## src/bscp_pkg.sv

```systemverilog
// ---------------------------------------------------------------------------
// bscp_pkg
// Shared constants and types of the byte short code packer.
// ---------------------------------------------------------------------------
`timescale 1ns / 1ps

package bscp_pkg;

	localparam int TABLE_ENTRIES_DEF = 15;
	localparam int TABLE_ENTRIES_MAX = 15;
	localparam int TABLE_BITS        = 8 * TABLE_ENTRIES_MAX;
	localparam int LOW_BITS          = 64;
	localparam int HIGH_BITS         = 56;
	localparam int COUNT_BITS        = 4;
	localparam int SHORT_LEN         = 5;
	localparam int RAW_LEN           = 8;
	localparam int OBUF_DEPTH        = 2;

	localparam logic [COUNT_BITS-1:0] ENTRY_COUNT_RST = 4'd15;

	localparam logic [1:0] CFG_TABLE_LOW   = 2'd0;
	localparam logic [1:0] CFG_TABLE_HIGH  = 2'd1;
	localparam logic [1:0] CFG_ENTRY_COUNT = 2'd2;

	typedef struct packed {
		logic       hit;
		logic [3:0] idx;
	} match_t;

	typedef struct packed {
		logic [7:0] byte0;
		logic [7:0] byte1;
		logic       two;
		logic       last;
	} pair_t;

endpackage

```

## src/bscp_match.sv

```systemverilog
// ---------------------------------------------------------------------------
// bscp_match
// Parallel compare of one byte against the table, lowest index wins.
// ---------------------------------------------------------------------------
`timescale 1ns / 1ps

module bscp_match #(
	parameter int TABLE_ENTRIES = bscp_pkg::TABLE_ENTRIES_DEF
) (
	input  logic [bscp_pkg::TABLE_BITS-1:0] table_bytes,
	input  logic [bscp_pkg::COUNT_BITS-1:0] entry_count,
	input  logic [7:0]                      data_byte,
	output bscp_pkg::match_t                result
);

	logic [TABLE_ENTRIES-1:0] hit;

	always_comb begin
		for (int i = 0; i < TABLE_ENTRIES; i++) begin
			hit[i] = (4'(i) < entry_count) && (table_bytes[8*i +: 8] == data_byte);
		end
	end

	always_comb begin
		result.hit = 1'b0;
		result.idx = '0;
		for (int i = TABLE_ENTRIES - 1; i >= 0; i--) begin
			if (hit[i]) begin
				result.hit = 1'b1;
				result.idx = 4'(i);
			end
		end
	end

endmodule

```

## src/bscp_pack.sv

```systemverilog
// ---------------------------------------------------------------------------
// bscp_pack
// Input register, code selection and bit packer with pending state.
// ---------------------------------------------------------------------------
`timescale 1ns / 1ps

module bscp_pack #(
	parameter int TABLE_ENTRIES = bscp_pkg::TABLE_ENTRIES_DEF
) (
	input  logic                            clk,
	input  logic                            arst_n,
	input  logic [bscp_pkg::TABLE_BITS-1:0] table_bytes,
	input  logic [bscp_pkg::COUNT_BITS-1:0] entry_count,
	input  logic                            in_valid,
	output logic                            in_ready,
	input  logic [7:0]                      in_byte,
	input  logic                            in_last,
	input  logic                            room,
	output logic                            push,
	output bscp_pkg::pair_t                 pair
);

	logic             valid_s1;
	logic [7:0]       byte_s1;
	logic             last_s1;
	logic [6:0]       pend_bits_q;
	logic [2:0]       pend_count_q;

	bscp_pkg::match_t mres;
	logic             fire;
	logic [7:0]       code;
	logic [3:0]       len;
	logic [3:0]       total;
	logic [14:0]      acc;
	logic             full;
	logic [2:0]       rem;
	logic [6:0]       rem_bits;
	logic [7:0]       full_byte;
	logic [14:0]      pad_w;
	logic [7:0]       pad_byte;
	logic             flush;

	bscp_match #(
		.TABLE_ENTRIES(TABLE_ENTRIES)
	) u_match (
		.table_bytes(table_bytes),
		.entry_count(entry_count),
		.data_byte  (byte_s1),
		.result     (mres)
	);

	assign fire     = valid_s1 && room;
	assign in_ready = !valid_s1 || fire;

	always_comb begin
		code      = mres.hit ? {4'b0001, mres.idx} : byte_s1;
		len       = mres.hit ? 4'(bscp_pkg::SHORT_LEN) : 4'(bscp_pkg::RAW_LEN);
		total     = 4'(pend_count_q) + len;
		acc       = (15'(pend_bits_q) << len) | 15'(code);
		full      = total >= 4'(bscp_pkg::RAW_LEN);
		rem       = full ? 3'(total - 4'(bscp_pkg::RAW_LEN)) : 3'(total);
		full_byte = 8'(acc >> rem);
		rem_bits  = 7'(acc & ((15'd1 << rem) - 15'd1));
		pad_w     = 15'(rem_bits) << (4'(bscp_pkg::RAW_LEN) - 4'(rem));
		pad_byte  = pad_w[7:0];
		flush     = last_s1 && (rem != 3'd0);
	end

	always_comb begin
		push       = fire && (full || flush);
		pair.byte0 = full ? full_byte : pad_byte;
		pair.byte1 = pad_byte;
		pair.two   = full && flush;
		pair.last  = last_s1;
	end

	always_ff @(posedge clk or negedge arst_n) begin
		if (!arst_n) begin
			valid_s1     <= 1'b0;
			pend_bits_q  <= '0;
			pend_count_q <= '0;
		end else begin
			if (in_ready) begin
				valid_s1 <= in_valid;
			end
			if (fire) begin
				pend_bits_q  <= last_s1 ? 7'd0 : rem_bits;
				pend_count_q <= last_s1 ? 3'd0 : rem;
			end
		end
	end

	always_ff @(posedge clk) begin
		if (in_valid && in_ready) begin
			byte_s1 <= in_byte;
			last_s1 <= in_last;
		end
	end

endmodule

```

## src/bscp_obuf.sv

```systemverilog
// ---------------------------------------------------------------------------
// bscp_obuf
// Result buffer: small queue of byte pairs, sent one byte per transaction.
// ---------------------------------------------------------------------------
`timescale 1ns / 1ps

module bscp_obuf (
	input  logic            clk,
	input  logic            arst_n,
	input  logic            push,
	input  bscp_pkg::pair_t pair,
	output logic            room,
	output logic            out_valid,
	input  logic            out_ready,
	output logic [7:0]      out_byte,
	output logic            out_run_last,
	output logic            out_stream_last
);

	localparam int PtrW = $clog2(bscp_pkg::OBUF_DEPTH);
	localparam int CntW = $clog2(bscp_pkg::OBUF_DEPTH + 1);

	bscp_pkg::pair_t mem [bscp_pkg::OBUF_DEPTH];
	logic [PtrW-1:0] wr_ptr_q;
	logic [PtrW-1:0] rd_ptr_q;
	logic [CntW-1:0] count_q;
	logic            sub_q;

	bscp_pkg::pair_t head;
	logic            second;
	logic            take;
	logic            pop;

	assign head      = mem[rd_ptr_q];
	assign out_valid = count_q != '0;
	assign room      = count_q != CntW'(bscp_pkg::OBUF_DEPTH);
	assign second    = head.two && !sub_q;
	assign take      = out_valid && out_ready;
	assign pop       = take && !second;

	always_comb begin
		out_byte        = (head.two && sub_q) ? head.byte1 : head.byte0;
		out_run_last    = !second;
		out_stream_last = !second && head.last;
	end

	always_ff @(posedge clk or negedge arst_n) begin
		if (!arst_n) begin
			wr_ptr_q <= '0;
			rd_ptr_q <= '0;
			count_q  <= '0;
			sub_q    <= 1'b0;
		end else begin
			if (push) begin
				wr_ptr_q <= wr_ptr_q + PtrW'(1);
			end
			if (pop) begin
				rd_ptr_q <= rd_ptr_q + PtrW'(1);
			end
			if (take) begin
				sub_q <= second;
			end
			count_q <= count_q + CntW'(push) - CntW'(pop);
		end
	end

	always_ff @(posedge clk) begin
		if (push) begin
			mem[wr_ptr_q] <= pair;
		end
	end

endmodule

```

## src/top_byte_short_code_packer.sv

```systemverilog
// ---------------------------------------------------------------------------
// top_byte_short_code_packer
// Packs bytes into a bit stream, coding table bytes as 5-bit short codes.
// ---------------------------------------------------------------------------
//  Channel  Dir  Payload
//  s_axis   in   tdata = data_byte, tlast = end_of_input
//  m_axis   out  tdata = packed_byte, tuser = run_last, tlast = stream_last
//  cfg      in   cfg_index 0..2, cfg_data (always ready)
//
//  One input byte per cycle while the result queue has room. An input that
//  yields two bytes holds the output port for both, so the output port sets
//  the sustained rate at one byte per cycle while the receiver is ready.
//  Reset clears pending bits and the result queue; the table resets to
//  zero and the entry count to 15. Output stalls back up through the
//  two-entry result queue into the input register.
// ---------------------------------------------------------------------------
`timescale 1ns / 1ps

module top_byte_short_code_packer #(
	parameter int TABLE_ENTRIES = bscp_pkg::TABLE_ENTRIES_DEF
) (
	input  logic        clk,
	input  logic        arst_n,
	input  logic        s_axis_tvalid,
	output logic        s_axis_tready,
	input  logic [7:0]  s_axis_tdata,   // [7:0] data_byte
	input  logic        s_axis_tlast,
	output logic        m_axis_tvalid,
	input  logic        m_axis_tready,
	output logic [7:0]  m_axis_tdata,   // [7:0] packed_byte
	output logic        m_axis_tuser,   // [0] run_last
	output logic        m_axis_tlast,
	input  logic        cfg_valid,
	output logic        cfg_ready,
	input  logic [1:0]  cfg_index,
	input  logic [63:0] cfg_data
);

	logic [bscp_pkg::LOW_BITS-1:0]   table_low_q;
	logic [bscp_pkg::HIGH_BITS-1:0]  table_high_q;
	logic [bscp_pkg::COUNT_BITS-1:0] entry_count_q;

	logic            room;
	logic            push;
	bscp_pkg::pair_t pair;

	assign cfg_ready = 1'b1;

	always_ff @(posedge clk or negedge arst_n) begin
		if (!arst_n) begin
			table_low_q   <= '0;
			table_high_q  <= '0;
			entry_count_q <= bscp_pkg::ENTRY_COUNT_RST;
		end else if (cfg_valid && cfg_ready) begin
			case (cfg_index)
				bscp_pkg::CFG_TABLE_LOW:   table_low_q   <= cfg_data;
				bscp_pkg::CFG_TABLE_HIGH:  table_high_q  <= cfg_data[bscp_pkg::HIGH_BITS-1:0];
				bscp_pkg::CFG_ENTRY_COUNT: entry_count_q <= cfg_data[bscp_pkg::COUNT_BITS-1:0];
				default: ;
			endcase
		end
	end

	bscp_pack #(
		.TABLE_ENTRIES(TABLE_ENTRIES)
	) u_pack (
		.clk        (clk),
		.arst_n     (arst_n),
		.table_bytes({table_high_q, table_low_q}),
		.entry_count(entry_count_q),
		.in_valid   (s_axis_tvalid),
		.in_ready   (s_axis_tready),
		.in_byte    (s_axis_tdata),
		.in_last    (s_axis_tlast),
		.room       (room),
		.push       (push),
		.pair       (pair)
	);

	bscp_obuf u_obuf (
		.clk            (clk),
		.arst_n         (arst_n),
		.push           (push),
		.pair           (pair),
		.room           (room),
		.out_valid      (m_axis_tvalid),
		.out_ready      (m_axis_tready),
		.out_byte       (m_axis_tdata),
		.out_run_last   (m_axis_tuser),
		.out_stream_last(m_axis_tlast)
	);

endmodule

```

## config.mk

```make
export PLATFORM = sky130hd
export DESIGN_NAME = top_byte_short_code_packer
export DESIGN_NICKNAME = d
export VERILOG_FILES = /design/src/bscp_pkg.sv /design/src/bscp_match.sv /design/src/bscp_pack.sv /design/src/bscp_obuf.sv /design/src/top_byte_short_code_packer.sv
export SDC_FILE = /design/constraint.sdc
export NUM_CORES = 1
export LEC_CHECK = 0
export ABC_AREA = 1
export BUFFER_PORTS_ARGS = -buffer_cell sky130_fd_sc_hd__buf_2
export CAP_MARGIN = 10
export CELL_PAD_IN_SITES_DETAIL_PLACEMENT = 0
export CELL_PAD_IN_SITES_GLOBAL_PLACEMENT = 1
export CORE_UTILIZATION = 41
export CTS_BUF_LIST = sky130_fd_sc_hd__clkbuf_4 sky130_fd_sc_hd__clkbuf_8 sky130_fd_sc_hd__clkbuf_16
export CTS_CLUSTER_SIZE = 28
export DETAILED_ROUTE_END_ITERATION = 8
export PLACE_DENSITY = 0.87
export SKIP_LAST_GASP = 1
export SLEW_MARGIN = 40
export SYNTH_ARGS = -nofsm -noshare
export SYNTH_HDL_FRONTEND = slang
export SYNTH_HIERARCHICAL = 1
export SYNTH_SLANG_ARGS = --single-unit
```

## constraint.sdc

```tcl
create_clock -name clk -period 4.45 [get_ports clk]
set_clock_uncertainty 0.15 [all_clocks]
set_input_delay 0.89 -clock clk [delete_from_list [all_inputs] [get_ports clk]]
set_output_delay 0.89 -clock clk [all_outputs]
set_load 0.01 [all_outputs]
```

==> flow_metrics.env, run 1 <==
export IMPL_ys_types=60
export IMPL_startpoint_type="register"
export IMPL_outcome="complete, no violations"
export IMPL_ant_nets=0
export IMPL_vias=9447
export IMPL_dieHeight_um=165
export IMPL_dr_pass1_iters=5
export IMPL_post_place_ws_ns=0.110
export IMPL_max_cap_violations=0
export IMPL_reg2reg_to="u_obuf/mem[1][7]"
export IMPL_synth_edf_count=45
export IMPL_nFillCells=2611
export IMPL_core_um2=26000
export IMPL_routabilityCongestion=0.944
export IMPL_worstMarginPinSlew_ns=0.721
export IMPL_hold_path_class="in2async"
export IMPL_grt_max_degree=65
export IMPL_htree_levels=4
export IMPL_p_leak_nw=6.05
export IMPL_endpoint_kind="register"
export IMPL_fin_ws_ns=0.270
export IMPL_synthFlopType="dfrtp_1"
export IMPL_synth_area_um2=10900
export IMPL_grt_overflow_total=0
export IMPL_syn_inst=1373
export IMPL_synth_seq_cells=185
export IMPL_synth_nets=1461
export IMPL_synth_xor_area_frac=0.0485
export IMPL_setup_violations_final=0
export IMPL_synthAdderAreaFrac=0.00923
export IMPL_path_class="reg2reg"
export IMPL_worst_ep_arrival_time_ns=4.21
export IMPL_cp_max_fo=6
export IMPL_crit_path_start="u_pack/byte_s1[5]"
export IMPL_drive_gt1_frac=0.179
export IMPL_dp_cells=1766
export IMPL_clock_fmax_ghz=0.239
export IMPL_synth_area_per_cell_um2=7.90
export IMPL_hold_violations=0
export IMPL_cts_buffers=17
export IMPL_initial_utilization=0.418
export IMPL_final_common_cell="nand2_1"
export IMPL_fin_cells=1801
export IMPL_routed_wl_um=30600
export IMPL_hold_ws_ns=0.215
export IMPL_synth_top_family_by_area="simple AND/OR/NAND/NOR gates"
export IMPL_worst_ir_drop_vdd_uv=500
export IMPL_num_rows=59
export IMPL_synth_compound_area_share=0.0520
export IMPL_p_per_area_nw_per_um2=504
export IMPL_die_w_um=165
export IMPL_cts_tree="built"
export IMPL_portBuffers=91
export IMPL_drv_slew=0
export IMPL_reg2reg_slack_ns=0.27
export IMPL_slew_headroom=0.519
export IMPL_yosysWarnings=6
export IMPL_fin_nets=1540
export IMPL_grt_pass1_wl_um=49200
export IMPL_holdBufCountCts=0
export IMPL_final_cell_mix="528 x nand2_1, 136 x dfrtp_1, 107 x nand3_1, 89 x buf_2, 81 x nand4_1"
export IMPL_clk_pin_slew_worst_paths_ns=0.07
export IMPL_cts_root_buf="clkbuf_16"
export IMPL_clkLatencyLatePin_ns=0.43
export IMPL_synthSimpleGateAreaFrac=0.356
export IMPL_io_pins=93
export IMPL_clockBufferDepth=2
export IMPL_first_iter_violations=704
export IMPL_synthMuxAreaShare=0.00185
export IMPL_drc_errors=0
export IMPL_dp_hpwl_um=21500
export IMPL_worstRegToRegCells=20
export IMPL_async_flop_share=0.757
export IMPL_die_area_um2=27100
export IMPL_synth_seq_area_share=0.448
export IMPL_grt_usage=0.238
export IMPL_cp_required_ns=4.48
export IMPL_regToRegStartpoint="u_pack/byte_s1[5]"
export IMPL_wl_per_cell_um=17.0
export IMPL_viasPerCell=5.25
export IMPL_grt_pass1_vias=9041
export IMPL_cts_sinks=185
export IMPL_antenna_found_initial=1
export IMPL_area_delta_synth_final_pct=12.6
export IMPL_period_share=0.939
export IMPL_layout_min_cycle_time_ns=4.18
[flip-flops by register name (all words and copies together), names as in the netlist, 2 cells and up]
register	cells
table_low_q	64
table_high_q	56
u_obuf/mem	36
u_pack/byte_s1	8
u_pack/pend_bits_q	7
entry_count_q	4
u_pack/pend_count_q	3
u_obuf/count_q	2
[worst max-delay path by stage]
stage	to	slack (ns)	depth (start not counted)
floorplan	u_obuf/mem[0][16]	0.07	30
global placement	u_obuf/mem[0][11]	0.21	23
detailed placement	u_obuf/mem[0][11]	0.11	21
CTS	u_obuf/mem[0][11]	0.06	21
global route	u_obuf/mem[1][16]	-0.0005	25
finish	u_obuf/mem[1][7]	0.27	20
[stage by stage]
step                      setup TNS (ns)  cell area, um2  power (mW)   util
after floorplan                        0           10900        3.99      -
after global placement                 0           11500        4.61  0.443
after detailed placement               0           11500        4.64  0.444
after CTS                              0           12100        6.13  0.466
after global routing           -0.000882           12200        6.60  0.470
final                                  0           12200        6.15  0.470
[power by group]
part | leakage [nW] | total, mW | internal (mW) | switching (mW)
logic | 3.59 | 2.23 | 0.820 | 1.41
clock network | 0.285 | 1.48 | 0.810 | 0.674
registers | 2.18 | 2.44 | 2.17 | 0.261
[cells in the mapped netlist (all sizes together), types with 3 or more instances]
cell | instances | share of area
a21oi | 17 | 0.0085
a31oi | 3 | 0.0017
and2 | 3 | 0.0017
buf | 71 | 0.049
clkbuf | 4 | 0.0023
dfrtp | 136 | 0.31
dfstp | 4 | 0.0097
edfxtp | 45 | 0.12
ha | 8 | 0.0092
inv | 93 | 0.033
nand2 | 545 | 0.20
nand3 | 115 | 0.057
nand3b | 4 | 0.0028
nand4 | 81 | 0.047
nor2 | 59 | 0.021
nor3 | 10 | 0.0046
nor4 | 6 | 0.0058
o2111ai | 3 | 0.0024
o211ai | 6 | 0.0042
o21ai | 36 | 0.017
o22ai | 11 | 0.0063
or2 | 32 | 0.018
xnor2 | 32 | 0.026
xor2 | 26 | 0.023
[kinds of logic after synthesis]
group	Yosys count
AO/OA/AOI/OAI	90
XOR/XNOR	58
adder cells (fa/ha/maj)	8
buffers and inverters	170
flip-flops	185
multiplexers	2
other	1
AND/OR/NAND/NOR	859
[final cells by class]
class / instances / area (um2) / area share
Multi-Input combinational cell: 1018 / 5150 / 0.421
Sequential cell: 185 / 4860 / 0.398
Timing Repair Buffer: 135 / 847 / 0.0693
Clock buffer: 24 / 508 / 0.0416
Tap cell: 335 / 419 / 0.0343
Inverter: 95 / 373 / 0.0305
Clock inverter: 8 / 60.1 / 0.00492
Antenna cell: 1 / 2.50 / 0.000205
[worst max-delay path, cell delays in order (launching register included)]
cell and delay [ns]:
edfxtp_1 0.47, buf_4 0.23, xor2_1 0.23, nor2_1 0.06, nand2_1 0.06, nor2_1 0.05, inv_1 0.07, nand3b_1 0.14
nor4_4 0.33, nand3_2 0.15, ha_1 0.24, ha_1 0.32, nor2_2 0.18, ha_4 0.19, inv_1 0.08, ha_4 0.26
nor2_1 0.04, o21ai_1 0.21, or2_0 0.23, a21oi_2 0.08, and2_1 0.15
[per-layer routing]
layer / global-route usage / wire length (um)
met5: 0 / 13
met4: 0.0796 / 637
met3: 0.0397 / 1540
met2: 0.403 / 15000
met1: 0.307 / 13400
[timing repair]
action	in CTS	in global routing
setup endpoints to repair	0	26
gates resized for setup	0	23
buffers inserted	0	2
Power figures use the tool's default switching activity.
==> run 2: changes to the inputs <==
--- a/config.mk
+++ b/config.mk
@@ -8,13 +8,14 @@
 export ABC_AREA = 1
 export BUFFER_PORTS_ARGS = -buffer_cell sky130_fd_sc_hd__buf_2
 export CAP_MARGIN = 10
-export CELL_PAD_IN_SITES_DETAIL_PLACEMENT = 0
+export CELL_PAD_IN_SITES_DETAIL_PLACEMENT = 1
 export CELL_PAD_IN_SITES_GLOBAL_PLACEMENT = 1
 export CORE_UTILIZATION = 41
 export CTS_BUF_LIST = sky130_fd_sc_hd__clkbuf_4 sky130_fd_sc_hd__clkbuf_8 sky130_fd_sc_hd__clkbuf_16
 export CTS_CLUSTER_SIZE = 28
 export DETAILED_ROUTE_END_ITERATION = 8
 export PLACE_DENSITY = 0.87
+export REMOVE_ABC_BUFFERS = 1
 export SKIP_LAST_GASP = 1
 export SLEW_MARGIN = 40
 export SYNTH_ARGS = -nofsm -noshare
==> constraint.sdc (replaced) <==
create_clock -name clk -period 3.6 [get_ports clk]
set_clock_uncertainty 0.15 [all_clocks]
set_input_delay 0.72 -clock clk [delete_from_list [all_inputs] [get_ports clk]]
set_output_delay 0.72 -clock clk [all_outputs]
set_load 0.01 [all_outputs]
==> run 2 against run 1 <==
  * The flow now finishes with violations (negative setup slack)
  * Core utilization up 8.1 points
  * Via count up 27%
  * Cell count up 7.6%
  * Register-to-register slack worse by 1.6 ns
  * Setup slack worse by 1.6 ns
  * Worst hold slack worse by 0.17 ns
  * Fmax down 16%
  * Count of clock-buffer cells in the layout down 6
  * Wire length up 67%
  * Combinational power up 100%
  * Non-clock buffer count up 136
  * Critical path type unchanged
  * Critical endpoint is now u_obuf/mem[0][15]
  * Largest cell class unchanged
  * Highest routed layer is now met4
==> flow_metrics.env, run 2 (same netlist as run 1, synthesis figures left out) <==
export IMPL_cts_sinks=185
export IMPL_num_antenna_cells=0
export IMPL_p_per_area_nw_per_um2=674
export IMPL_hold_path_class="in2async"
export IMPL_fin_nets=1677
export IMPL_path_delay_family="simple AND/OR/NAND/NOR gates"
export IMPL_regToRegStartpoint="u_pack/byte_s1[7]"
export IMPL_drv_slew=0
export IMPL_cp_max_fo=24
export IMPL_power_frac_seq=0.316
export IMPL_clkLatencyLatePin_ns=0.47
export IMPL_die_w_um=165
export IMPL_worst_ir_drop_vdd_uv=459
export IMPL_clockBufferDepth=2
export IMPL_antenna_found_initial=0
export IMPL_path_class="reg2reg"
export IMPL_worstMarginPinSlew_ns=0.795
export IMPL_grt_pass1_wl_um=66700
export IMPL_reg2reg_to="u_obuf/mem[0][15]"
export IMPL_setup_violations_final=83
export IMPL_reg_top3="table_low_q: 64 flops, table_high_q: 56 flops, u_obuf/mem: 36 flops"
export IMPL_endpoint_kind="register"
export IMPL_p_switching_mw=4.20
export IMPL_cts_buffers=17
export IMPL_core_um2=26000
export IMPL_cp_num_buf_inv=4
export IMPL_area_delta_synth_final_pct=32.0
export IMPL_drc_errors=0
export IMPL_crit_path_start="u_pack/byte_s1[7]"
export IMPL_outcome="finished, violations left"
export IMPL_switching_share=0.435
export IMPL_holdBufCountCts=0
export IMPL_io_pins=93
export IMPL_viasPerCell=6.20
export IMPL_cts_root_buf="clkbuf_16"
export IMPL_wl_per_cell_um=26.4
export IMPL_die_area_um2=27100
export IMPL_grt_pass1_vias=11900
export IMPL_num_rows=59
export IMPL_combPwrFrac=0.469
export IMPL_ant_nets=0
export IMPL_final_cell_mix="490 x nand2_1, 136 x dfrtp_1, 132 x buf_4, 90 x nand3_1, 89 x buf_2"
export IMPL_grt_max_degree=87
export IMPL_p_leak_nw=6.96
export IMPL_portBuffers=91
export IMPL_max_cap_violations=0
export IMPL_nFillCells=3093
export IMPL_hold_violations=0
export IMPL_period_share=1.38
export IMPL_grt_overflow_total=0
export IMPL_first_iter_violations=1282
export IMPL_clk_pin_slew_worst_paths_ns=0.09
export IMPL_critPathSlowestCell="nor4_4"
export IMPL_path_cells="inv_4, buf_4, nand2_1, nand2_1, nor2_1, nand3_1, nor2_4, inv_2, nand3b_1, nor4_4, nand3_4, buf_8, o21ai_0, nand2_1, o21ai_0, mux2i_1, o211ai_1, nand2_2"
export IMPL_initial_utilization=0.418
export IMPL_startpoint_type="register"
export IMPL_ff_latch_area_um2=4860
export IMPL_worstRegToRegCells=18
export IMPL_largest_reg_flops=64
export IMPL_dp_hpwl_um=27100
export IMPL_clock_fmax_ghz=0.201
export IMPL_slew_headroom=0.464
export IMPL_cpPeakStageDelay_ns=0.71
export IMPL_routed_wl_um=51100
export IMPL_grt_usage=0.327
export IMPL_htree_levels=4
export IMPL_p_int_mw=5.46
export IMPL_dr_pass1_iters=6
export IMPL_crit_path_frequent_cell="nand2_1"
export IMPL_cts_tree="built"
export IMPL_tns_ns=-93.42
export IMPL_worst_ep_arrival_time_ns=5.04
export IMPL_final_util=0.551
export IMPL_vias=12000
export IMPL_dieHeight_um=165
export IMPL_multi_input_area_um2=5860
export IMPL_routabilityCongestion=0.944
export IMPL_fin_ws_ns=-1.37
export IMPL_layout_min_cycle_time_ns=4.97
export IMPL_drive_gt1_frac=0.321
export IMPL_pwr_share_clk=0.215
export IMPL_reg2reg_slack_ns=-1.37
export IMPL_violations="negative setup slack"
export IMPL_cp_required_ns=3.67
export IMPL_rsz0062_at_grt="yes"
export IMPL_regMostFlops="table_low_q"
export IMPL_final_common_cell="nand2_1"
[run 2: cell types whose count changed in the layout (fill, tap and decap cells not counted), moves of 7 or more]
cell     change
buf_12       +9
buf_4       +91
buf_6       +28
inv_1       -13
inv_2       +11
nand2_1     -38
nand2_2     +26
nand2_4     +11
nand3_1     -17
nand3_2     +10
nand3_4      +7
nor2_1      -12
nor2_4      +12
o21ai_0      -8
[run 2: worst max-delay path by stage]
stage                             end  slack (ns)  cells after the start
CTS                 u_obuf/mem[0][15]       -0.40                     22
global placement    u_obuf/mem[0][16]       -0.57                     25
finish              u_obuf/mem[0][15]       -1.37                     18
global route        u_obuf/mem[0][17]       -1.36                     27
floorplan            u_obuf/mem[0][0]       -1.75                     16
detailed placement   u_obuf/mem[0][7]       -0.76                     19
[run 2: layout make-up]
cell class                 count  area share
multi-input combinational   1018       0.409
sequential                   185       0.339
timing repair buffer         271       0.151
clock buffer                  18      0.0314
tap                          335      0.0293
inverter                      95      0.0271
clock inverter                14      0.0118
timing repair inverter         1    0.000524
[run 2: through the flow]
| stage | cells | cell area [um2] | power [mW] | worst slack, ns | hold WS, ns |
|---|---|---|---|---|---|
| after floorplan | 1298 | 10300 | 4.76 | -1.75 | 0.274 |
| after global placement | 1857 | 12300 | 6.04 | -0.572 | 0.309 |
| after detailed placement | 1857 | 12300 | 6.25 | -0.760 | 0.317 |
| after CTS | 1910 | 13400 | 8.75 | -0.396 | 0.225 |
| after global routing | 1937 | 14300 | 9.98 | -1.36 | 0.0620 |
| final | 1937 | 14300 | 9.66 | -1.37 | 0.0433 |
[run 2: repair_timing]
action / in CTS / in global routing
resized for setup: 78 / 169
setup endpoints to repair: 80 / 80
gates cloned: 2 / 3
pin swaps: 24 / 68
setup buffers: 20 / 34
[run 2: layer usage]
layer,wire [um],global-route usage,vias to the layer above
met3,4950,0.0507,297
met2,24400,0.561,894
met1,18100,0.390,5890
met4,3620,0.183,0
met5,0,0,-
li1,-,-,4927
[run 2: worst reg2reg max path: cells and delay by family, from the launching register on]
kind                   cells  cell delay, ns
AND/OR/NAND/NOR           10            2.04
AO/OA/AOI/OAI              3            1.16
buffers and inverters      4            0.64
flip-flops                 1            0.45
multiplexers               1            0.26
[run 2: power by group through the flow]
stage / Combinational (mW) / Clock, mW / Sequential (mW)
2_1_floorplan: 1.78 / 0 / 2.98
3_3_place_gp: 3.06 / 0 / 2.98
3_5_place_dp: 3.24 / 0 / 3.01
4_1_cts: 3.72 / 2.04 / 2.99
5_1_grt: 4.75 / 2.15 / 3.08
6_report: 4.53 / 2.08 / 3.05
==> run 3: changes to the inputs <==
--- a/config.mk
+++ b/config.mk
@@ -10,11 +10,11 @@
 export CAP_MARGIN = 10
 export CELL_PAD_IN_SITES_DETAIL_PLACEMENT = 1
 export CELL_PAD_IN_SITES_GLOBAL_PLACEMENT = 1
-export CORE_UTILIZATION = 41
+export CORE_UTILIZATION = 45
 export CTS_BUF_LIST = sky130_fd_sc_hd__clkbuf_4 sky130_fd_sc_hd__clkbuf_8 sky130_fd_sc_hd__clkbuf_16
 export CTS_CLUSTER_SIZE = 28
 export DETAILED_ROUTE_END_ITERATION = 8
-export PLACE_DENSITY = 0.87
+export PLACE_DENSITY = 0.9
 export REMOVE_ABC_BUFFERS = 1
 export SKIP_LAST_GASP = 1
 export SLEW_MARGIN = 40
==> constraint.sdc (replaced) <==
create_clock -name clk -period 5.2 [get_ports clk]
set_clock_uncertainty 0.15 [all_clocks]
set_input_delay 1.04 -clock clk [delete_from_list [all_inputs] [get_ports clk]]
set_output_delay 1.04 -clock clk [all_outputs]
set_load 0.01 [all_outputs]
==> run 3 against run 2 <==
  * Die area fell by 8.8%
  * Power fell by 44%
  * Combinational power is 57% lower
  * Cell area down 16%
  * Largest power group is now sequential cells
  * Worst hold slack gained 0.30 ns
  * The flow now finishes without violations
  * First-iteration DRC count decreased by 37%
==> flow_metrics.env, run 3 (same netlist as run 1, synthesis figures left out) <==
export IMPL_cts_buffers=17
export IMPL_p_leak_nw=5.96
export IMPL_grt_max_degree=74
export IMPL_rsz0062_at_grt="no"
export IMPL_switching_share=0.398
export IMPL_io_pins=93
export IMPL_p_switching_mw=2.17
export IMPL_num_rows=56
export IMPL_setup_violations_final=0
export IMPL_first_iter_violations=810
export IMPL_final_cell_area_um2=12000
export IMPL_max_cap_violations=0
export IMPL_endpoint_kind="register"
export IMPL_grt_usage=0.308
export IMPL_crit_path_start="u_pack/byte_s1[5]"
export IMPL_p_int_mw=3.28
export IMPL_power_frac_seq=0.387
export IMPL_startpoint_type="register"
export IMPL_cts_tree="built"
export IMPL_cts_sinks=185
export IMPL_period_share=0.945
export IMPL_regMostFlops="table_low_q"
export IMPL_worstHoldStart="table_low_q[58]"
export IMPL_path_class="reg2reg"
export IMPL_power_total_mw=5.45
export IMPL_drive_gt1_frac=0.160
export IMPL_core_um2=23500
export IMPL_cts_root_buf="clkbuf_16"
export IMPL_regToRegStartpoint="u_pack/byte_s1[5]"
export IMPL_largest_reg_flops=64
export IMPL_final_cell_mix="529 x nand2_1, 136 x dfrtp_1, 108 x nand3_1, 89 x buf_2, 81 x nand4_1"
export IMPL_area_delta_synth_final_pct=10.5
export IMPL_antenna_found_initial=1
export IMPL_hold_path_class="reg2reg"
export IMPL_final_common_cell="nand2_1"
export IMPL_initial_utilization=0.461
export IMPL_dieHeight_um=157
export IMPL_cp_required_ns=5.34
export IMPL_grt_overflow_total=0
export IMPL_hold_violations=0
export IMPL_reg_top3="table_low_q: 64 flops, table_high_q: 56 flops, u_obuf/mem: 36 flops"
export IMPL_pwr_share_clk=0.254
export IMPL_dp_hpwl_um=24800
export IMPL_post_place_ws_ns=0.438
export IMPL_die_w_um=157
export IMPL_fin_nets=1522
export IMPL_cp_max_fo=12
export IMPL_grt_pass1_wl_um=57900
export IMPL_wl_per_cell_um=20.8
export IMPL_clockBufferDepth=2
export IMPL_layout_min_cycle_time_ns=4.92
export IMPL_worst_ir_drop_vdd_uv=183
export IMPL_dr_pass1_iters=5
export IMPL_clk_pin_slew_worst_paths_ns=0.07
export IMPL_viasPerCell=5.77
export IMPL_portBuffers=91
export IMPL_die_area_um2=24700
export IMPL_slew_headroom=0.472
export IMPL_htree_levels=4
export IMPL_combPwrFrac=0.359
export IMPL_outcome="complete, no violations"
export IMPL_drc_errors=0
export IMPL_post_dp_cell_area_um2=11300
export IMPL_worst_ep_arrival_time_ns=5.06
export IMPL_vias=10200
export IMPL_routabilityCongestion=0.959
export IMPL_drv_slew=0
export IMPL_ant_nets=0
export IMPL_clkLatencyLatePin_ns=0.44
export IMPL_fin_ws_ns=0.285
export IMPL_worstMarginPinSlew_ns=0.792
export IMPL_grt_pass1_vias=10600
export IMPL_p_per_area_nw_per_um2=454
export IMPL_clock_fmax_ghz=0.203
export IMPL_routed_wl_um=36700
[run 3: layout make-up]
class	instances	area [um2]
fill	3013	11500
multi-input combinational	1018	5090
sequential	185	4860
timing repair buffer	117	659
clock buffer	19	447
tap	319	399
inverter	95	367
clock inverter	13	164
antenna	1	2.50
[run 3: final timing paths]
check                                   end  slack [ns]  cells past startpoint
setup / recovery           u_obuf/mem[1][7]        0.28                     19
hold / removal              table_low_q[58]        0.34                      2
setup reg to reg           u_obuf/mem[1][7]        0.28                     19
hold reg to reg             table_low_q[58]        0.34                      2
max in group asynchronous  table_high_q[55]        3.38                      2
min in group asynchronous   table_low_q[26]        0.41                      1
[run 3: repair_timing]
| item | CTS | global route |
|---|---|---|
| hold endpoints to repair | 0 | 0 |
| setup endpoints to repair | 0 | 20 |
| resized for setup | 0 | 5 |
| buffers inserted | 0 | 5 |
| hold buffers | 0 | 0 |
[run 3: critical path, stage by stage (launching register included)]
cell      delay [ns]
edfxtp_1        0.43
inv_1           0.48
nand2_1         0.19
nand4_1         0.15
nor2_1          0.06
nand2_1         0.13
nand2_1         0.08
nor4_2          0.33
nand3_1         0.23
ha_1            0.29
ha_1            0.37
nor2_1          0.18
ha_1            0.26
inv_1           0.13
ha_1            0.30
nor2_1          0.18
o21ai_1         0.13
or2_0           0.25
a21oi_1         0.23
and2_1          0.22
[run 3: metal layers]
metal  routed length, um  GRT usage  vias up
met3                2380     0.0520      102
met1               15500      0.402     5042
met4                1210      0.120        0
met2               17600      0.510      435
li1                    -          -     4614
met5                   0          0        -
[run 3: power groups by stage]
stage               Sequential [mW]  Clock (mW)  Combinational, mW
global placement               2.10           0               1.80
CTS                            2.11        1.39               1.93
floorplan                      2.06           0               1.23
detailed placement             2.13           0               1.89
global route                   2.14        1.45               2.17
finish                         2.11        1.38               1.96
[run 3: metrics by stage]
| stage | util | cells | TNS (ns) | hold slack (ns) |
|---|---|---|---|---|
| 2_1_floorplan | - | 1298 | -2.72 | 0.292 |
| 3_3_place_gp | 0.481 | 1729 | 0 | 0.305 |
| 3_5_place_dp | 0.482 | 1729 | 0 | 0.325 |
| 4_1_cts | 0.507 | 1761 | 0 | 0.342 |
| 5_1_grt | 0.509 | 1766 | 0 | 0.363 |
| 6_report | 0.509 | 1767 | 0 | 0.340 |
